File: config.mk
export PLATFORM = sky130hd
export DESIGN_NAME = eplu_occ_store
export DESIGN_NICKNAME = d
export VERILOG_FILES = /design/src/rtl/eplu_pkg.sv /design/src/rtl/eplu_occ_store.sv
export SDC_FILE = /design/constraint.sdc
export NUM_CORES = 2
export LEC_CHECK = 0
export BUFFER_PORTS_ARGS = -buffer_cell sky130_fd_sc_hd__buf_4
export CORE_MARGIN = 3
export CORE_UTILIZATION = 49
export DETAILED_ROUTE_END_ITERATION = 10
export SYNTH_ARGS = -nofsm -noshare
export SYNTH_HDL_FRONTEND = slang
export SYNTH_SLANG_ARGS = --single-unit
File: constraint.sdc
create_clock -name clk_i -period 18.6 [get_ports clk_i]
set_input_delay 1.86 -clock clk_i [delete_from_list [all_inputs] [get_ports clk_i]]
set_output_delay 1.86 -clock clk_i [all_outputs]
set_load 0.02 [all_outputs]
File: src/rtl/eplu_pkg.sv
// Shared types and constants for the exclusion process lattice update block.
// Holds the operation and event codes, the field widths and the occupancy write bundle.
// No dependencies; used by eplu_occ_store and exclusion_process_lattice_update.
package eplu_pkg;

  // Default lattice storage depth and probability resolution.
  localparam int SITES_DEF = 1024;
  localparam int PROB_BITS = 16;

  // Field widths fixed by the stream format.
  localparam int OP_W    = 2;
  localparam int SITE_W  = 10;
  localparam int UNI_W   = 16;
  localparam int PROB_W  = 17;
  localparam int LEN_W   = 11;
  localparam int CNT_W   = 11;
  localparam int EV_W    = 3;
  localparam int CFG_IDX_W = 2;

  // Mask applied to the uniform value so that only PROB_BITS bits take part.
  localparam logic [UNI_W-1:0] UNI_MASK = (PROB_BITS >= UNI_W) ? {UNI_W{1'b1}} :
      UNI_W'((64'd1 << PROB_BITS) - 64'd1);

  // Reset value of the lattice length register.
  localparam logic [LEN_W-1:0] LEN_RESET = LEN_W'(1024);

  typedef enum logic [OP_W-1:0] {
    OP_UPDATE = 2'd0,
    OP_RATE   = 2'd1,
    OP_OCC    = 2'd2,
    OP_READ   = 2'd3
  } op_e;

  typedef enum logic [EV_W-1:0] {
    EV_NONE      = 3'd0,
    EV_ENTRY     = 3'd1,
    EV_EXIT      = 3'd2,
    EV_HOP       = 3'd3,
    EV_ENTRY_HOP = 3'd4
  } event_e;

  typedef enum logic [CFG_IDX_W-1:0] {
    CFG_ENTRY  = 2'd0,
    CFG_EXIT   = 2'd1,
    CFG_LENGTH = 2'd2
  } cfg_reg_e;

  // Occupancy write bundle: the addressed site and its right neighbour.
  typedef struct packed {
    logic [SITE_W-1:0] site;
    logic              we_s;
    logic              val_s;
    logic              we_n;
    logic              val_n;
  } occ_wr_t;

endpackage

File: src/rtl/eplu_occ_store.sv
// Occupancy store: two one-bit memory banks (even and odd sites) with registered reads.
// Reads a site and its right neighbour together, forwards the write that raced the
// read, and clears the lattice after reset. Depends on eplu_pkg.
module eplu_occ_store #(
  parameter int SITES = eplu_pkg::SITES_DEF
) (
  input  logic                         clk_i,
  input  logic                         rst_ni,
  input  logic                         rd_en_i,
  input  logic [eplu_pkg::SITE_W-1:0]  rd_site_i,
  input  eplu_pkg::occ_wr_t            wr_i,
  output logic                         occ_s_o,
  output logic                         occ_n_o,
  output logic                         busy_o
);

  localparam int ROWS = (SITES + 1) / 2;
  localparam int RAW  = (ROWS > 1) ? $clog2(ROWS) : 1;
  localparam int SW   = eplu_pkg::SITE_W;

  logic           bank_e_mem [ROWS];
  logic           bank_o_mem [ROWS];

  logic [RAW-1:0] rd_row_base, rd_row_plus;
  logic [RAW-1:0] rd_row_e, rd_row_o;
  logic [RAW-1:0] wr_row_base, wr_row_plus;

  logic           we_e, we_o, bit_e, bit_o;
  logic [RAW-1:0] row_e, row_o;
  logic           mwe_e, mwe_o, mbit_e, mbit_o;
  logic [RAW-1:0] mrow_e, mrow_o;

  logic           busy_q, busy_d;
  logic [RAW-1:0] clr_q, clr_d;

  logic           q_e_q, q_o_q;
  logic [RAW-1:0] rrow_e_q, rrow_o_q;
  logic           par_q;
  logic           fwe_e_q, fwe_o_q;
  logic [RAW-1:0] frow_e_q, frow_o_q;
  logic           fbit_e_q, fbit_o_q;
  logic           eff_e, eff_o;

  // Row addresses: an odd site finds its neighbour in the next even row.
  assign rd_row_base = RAW'(rd_site_i[SW-1:1]);
  assign rd_row_plus = RAW'({1'b0, rd_site_i[SW-1:1]} + SW'(1));
  assign rd_row_e    = rd_site_i[0] ? rd_row_plus : rd_row_base;
  assign rd_row_o    = rd_row_base;

  assign wr_row_base = RAW'(wr_i.site[SW-1:1]);
  assign wr_row_plus = RAW'({1'b0, wr_i.site[SW-1:1]} + SW'(1));

  // Steer the two site writes onto the banks by parity.
  always_comb begin
    we_e  = wr_i.site[0] ? wr_i.we_n  : wr_i.we_s;
    bit_e = wr_i.site[0] ? wr_i.val_n : wr_i.val_s;
    row_e = wr_i.site[0] ? wr_row_plus : wr_row_base;
    we_o  = wr_i.site[0] ? wr_i.we_s  : wr_i.we_n;
    bit_o = wr_i.site[0] ? wr_i.val_s : wr_i.val_n;
    row_o = wr_row_base;
  end

  // The clearing pass owns the write ports while it runs.
  always_comb begin
    mwe_e  = busy_q | we_e;
    mwe_o  = busy_q | we_o;
    mbit_e = busy_q ? 1'b0 : bit_e;
    mbit_o = busy_q ? 1'b0 : bit_o;
    mrow_e = busy_q ? clr_q : row_e;
    mrow_o = busy_q ? clr_q : row_o;
  end

  // Clearing pass sequencing: one row of both banks per cycle.
  always_comb begin
    busy_d = busy_q;
    clr_d  = clr_q;
    if (busy_q) begin
      if (clr_q == RAW'(ROWS - 1)) begin
        busy_d = 1'b0;
      end else begin
        clr_d = clr_q + RAW'(1);
      end
    end
  end

  always_ff @(posedge clk_i or negedge rst_ni) begin
    if (!rst_ni) begin
      busy_q  <= 1'b1;
      clr_q   <= '0;
      fwe_e_q <= 1'b0;
      fwe_o_q <= 1'b0;
    end else begin
      busy_q <= busy_d;
      clr_q  <= clr_d;
      if (rd_en_i) begin
        fwe_e_q <= we_e;
        fwe_o_q <= we_o;
      end
    end
  end

  // Record of the write that landed at the same edge as the read, for forwarding.
  always_ff @(posedge clk_i) begin
    if (rd_en_i) begin
      frow_e_q <= row_e;
      frow_o_q <= row_o;
      fbit_e_q <= bit_e;
      fbit_o_q <= bit_o;
      rrow_e_q <= rd_row_e;
      rrow_o_q <= rd_row_o;
      par_q    <= rd_site_i[0];
    end
  end

  // Even bank.
  always_ff @(posedge clk_i) begin
    if (mwe_e) begin
      bank_e_mem[mrow_e] <= mbit_e;
    end
    if (rd_en_i) begin
      q_e_q <= bank_e_mem[rd_row_e];
    end
  end

  // Odd bank.
  always_ff @(posedge clk_i) begin
    if (mwe_o) begin
      bank_o_mem[mrow_o] <= mbit_o;
    end
    if (rd_en_i) begin
      q_o_q <= bank_o_mem[rd_row_o];
    end
  end

  // Forwarded read data, then back from banks to site and neighbour.
  assign eff_e = (fwe_e_q && (frow_e_q == rrow_e_q)) ? fbit_e_q : q_e_q;
  assign eff_o = (fwe_o_q && (frow_o_q == rrow_o_q)) ? fbit_o_q : q_o_q;

  assign occ_s_o = par_q ? eff_o : eff_e;
  assign occ_n_o = par_q ? eff_e : eff_o;
  assign busy_o  = busy_q;

endmodule

==> results.sh <==
export IMPL_cpPeakStageDelay_ns=0.71
export IMPL_core_area_um2=95600
export IMPL_crit_slowest_cell="buf_4"
export IMPL_required_ns=18.99
export IMPL_arrival_ns=6.49
export IMPL_worst_path_buf_inv=4
export IMPL_fin_crit_sh_pct=32.8
export IMPL_syn_nets=3816
export IMPL_peakVddDrop_uv=90.8
export IMPL_clk_latency_ns=0.67
export IMPL_whs_ns=0.532
export IMPL_multi_input_area_um2=14000
export IMPL_cts_htree_levels=3
export IMPL_cts_sinks=1077
export IMPL_cts_root_buf="clkbuf_16"
export IMPL_synth_seq_cells=1077
export IMPL_place_congestion=0.768
export IMPL_critical_path_max_fanout=77
export IMPL_die_w_um=317
export IMPL_postCtsSetupBuffers=0
export IMPL_finClkSkew_ns=0.0261
export IMPL_yosysSeqAreaShare_pct=67.9
export IMPL_synth_top_cell_by_area="edfxtp_1"
export IMPL_cts_buffer_depth=3
export IMPL_final_util_pct=54.6
export IMPL_grt_overflow_total=0
export IMPL_die_area_um2=101000
export IMPL_async_flop_share_pct=1.11
export IMPL_crit_family="buffers and inverters"
export IMPL_drc=0
export IMPL_rsz0062_at_grt="no"
export IMPL_cap_violations=0
export IMPL_critPathKind="in2reg"
export IMPL_grt_pass1_wl_um=187000
export IMPL_wl_per_cell_um=25.0
export IMPL_via_per_inst=5.95
export IMPL_avgSynthCellArea_um2=12.6
export IMPL_route_vias_total=30000
export IMPL_status="complete, no violations"
export IMPL_clkTransAtPathRegs_ns=0.06
export IMPL_finalMaxSlewViolations=0
export IMPL_start_util_pct=49.7
export IMPL_die_y_um=317
export IMPL_area_growth_pct=9.75
export IMPL_min_path_type="reg2reg"
export IMPL_synthFlopType="edfxtp_1"
export IMPL_synthCells=3785
export IMPL_yosys_top_cells_area="edfxtp_1, nor2_1, mux4_2"
export IMPL_drtIter0Drc=3174
export IMPL_yosysUniqueCellTypes=64
export IMPL_grt_max_degree=271
export IMPL_grt_total_usage_pct=24.5
export IMPL_start_kind="input port"
export IMPL_grt_pass1_vias=29000
export IMPL_crit_path_end_kind="flop"
export IMPL_syn_area_um2=47500
export IMPL_ios=30
export IMPL_diodes=0
export IMPL_dp_hpwl_um=63500
export IMPL_crit_top_cell="buf_4"
export IMPL_tightest_slew_ns=1.15
export IMPL_setup_viol=0
export IMPL_cts_hold_fix_buffers=0
export IMPL_post_synth_top_count_cell="nor2_1"
export IMPL_finalNetCount=3721
export IMPL_numCtsBuffers=112
export IMPL_fin_tns_setup_ns=0
export IMPL_drive_above_1_share_pct=11.7
export IMPL_num_rows=113
export IMPL_cts_tree="yes"
export IMPL_fill_cells=8200
export IMPL_synth_top_cell_area_share_pct=67.3
export IMPL_cellLeakagePower_nw=16.3
export IMPL_path_cells="buf_8 > ha_1 > mux2i_4 > buf_4 > inv_2 > nor3_4 > buf_4 > a32oi_1 > a221oi_1 > nand3_1 > a31oi_1 > o21ai_0 > a2bb2oi_1 > o2bb2ai_1"
export IMPL_synth_edf_count=1065
export IMPL_drt_pass1_iter_count=6
export IMPL_hold_viol_final=0
export IMPL_io_buffers=29
export IMPL_ant_nets=0
export IMPL_wl_um=126000
export IMPL_cts_resized=0
export IMPL_antenna_found_initial=1
export IMPL_netlist_top_cells_count="nor2_1, edfxtp_1, nand2_1"
export IMPL_fin_crit_ns=6.10
export IMPL_max_freq_ghz=0.164
export IMPL_max_slew_margin_pct=22.8
export IMPL_area_sequential_um2=32300
export IMPL_power_density_nw_per_um2=101
export IMPL_ys_warnings_count=0
kinds of logic after synthesis:
| logic type | share of synthesized area (%) |
|---|---|
| simple gates | 15.0 |
| flops | 67.9 |
| buf+inv | 2.83 |
| mux | 9.49 |
| compound gates | 3.88 |
| xor+xnor | 0.753 |
| fa+ha+maj | 0.105 |
placed cells by master, fill, tap and decap left out, drive strengths merged, types with 4 or more instances in the layout:
| cell | n |
|---|---|
| nor2 | 1072 |
| edfxtp | 1065 |
| nand2 | 507 |
| mux2i | 168 |
| clkbuf | 142 |
| nand3 | 129 |
| mux4 | 113 |
| buf | 96 |
| o221ai | 49 |
| clkinv | 49 |
| a21oi | 41 |
| and3 | 34 |
| a32oi | 34 |
| a31oi | 30 |
| o22ai | 25 |
| mux2 | 24 |
| nand4 | 21 |
| xor2 | 21 |
| xnor2 | 19 |
| o21ai | 18 |
| a311oi | 12 |
| dfrtp | 11 |
| inv | 10 |
| bufinv | 8 |
| a211oi | 7 |
| nand2b | 7 |
| nor4 | 6 |
| nand3b | 5 |
| o2111ai | 4 |
| ha | 4 |
| nor3 | 4 |
| nor2b | 4 |
layout make-up:
| type | instances | area share (%) |
|---|---|---|
| sequential | 1077 | 61.9 |
| multi-input combinational | 2393 | 26.9 |
| clock buffer | 142 | 5.67 |
| tap | 1265 | 3.04 |
| timing repair buffer | 96 | 1.47 |
| clock inverter | 60 | 0.936 |
| inverter | 10 | 0.0816 |
worst register-to-register path: stages (launching register included):
cell and delay [ns]:
dfstp_2 0.87, buf_4 0.44, mux2_2 0.39, nor2_1 0.81
nand2_1 0.69, nor2_1 0.29
where the power goes:
group	internal, mW	leakage (nW)	switching (mW)
sequential	2.70	9.76	0.00504
clock	1.23	1.69	0.918
combinational	0.116	4.86	0.286
per-layer routing:
metal	wire, um	vias up	global-route usage, %
li1	-	13400	-
met1	51500	15300	33.2
met2	62000	1067	41.2
met3	7650	281	2.96
met4	4820	0	8.87
met5	0	-	0
through the flow:
stage / power (mW) / setup WS, ns / instances / cell area (um2)
floorplan: 3.05 / 1.01 / 3785 / 47500
CTS: 5.28 / 12.51 / 5043 / 52100
finish: 5.25 / 12.50 / 5043 / 52100
global route: 5.40 / 12.33 / 5043 / 52100
global placement: 3.15 / 11.82 / 4841 / 48700
detailed placement: 3.16 / 11.80 / 4841 / 48700
state kept, by name, summed over array words and instances, names as in the netlist:
signal / cells
par_q: 1
rrow_o_q: 9
clr_q: 9
fwe_o_q: 1
bank_o_mem: 512
bank_e_mem: 512
busy_o: 1
frow_o_q: 9
q_o_q: 1
fbit_e_q: 1
rrow_e_q: 9
q_e_q: 1
fwe_e_q: 1
fbit_o_q: 1
frow_e_q: 9
path summary, 6_finish.rpt:
| check | slack (ns) | start | to | depth (start not counted) |
|---|---|---|---|---|
| max reg2reg | 14.79 | busy_o | bank_e_mem[137] | 5 |
| min in group asynchronous | 1.02 | rst_ni | fwe_o_q | 1 |
| min reg2reg | 0.53 | clr_q[3] | clr_q[3] | 1 |
| max in group asynchronous | 17.34 | rst_ni | busy_o | 1 |
| max | 12.50 | rd_site_i[1] | q_e_q | 14 |
| min | 0.53 | clr_q[3] | clr_q[3] | 1 |
Power figures use the tool's default switching activity.
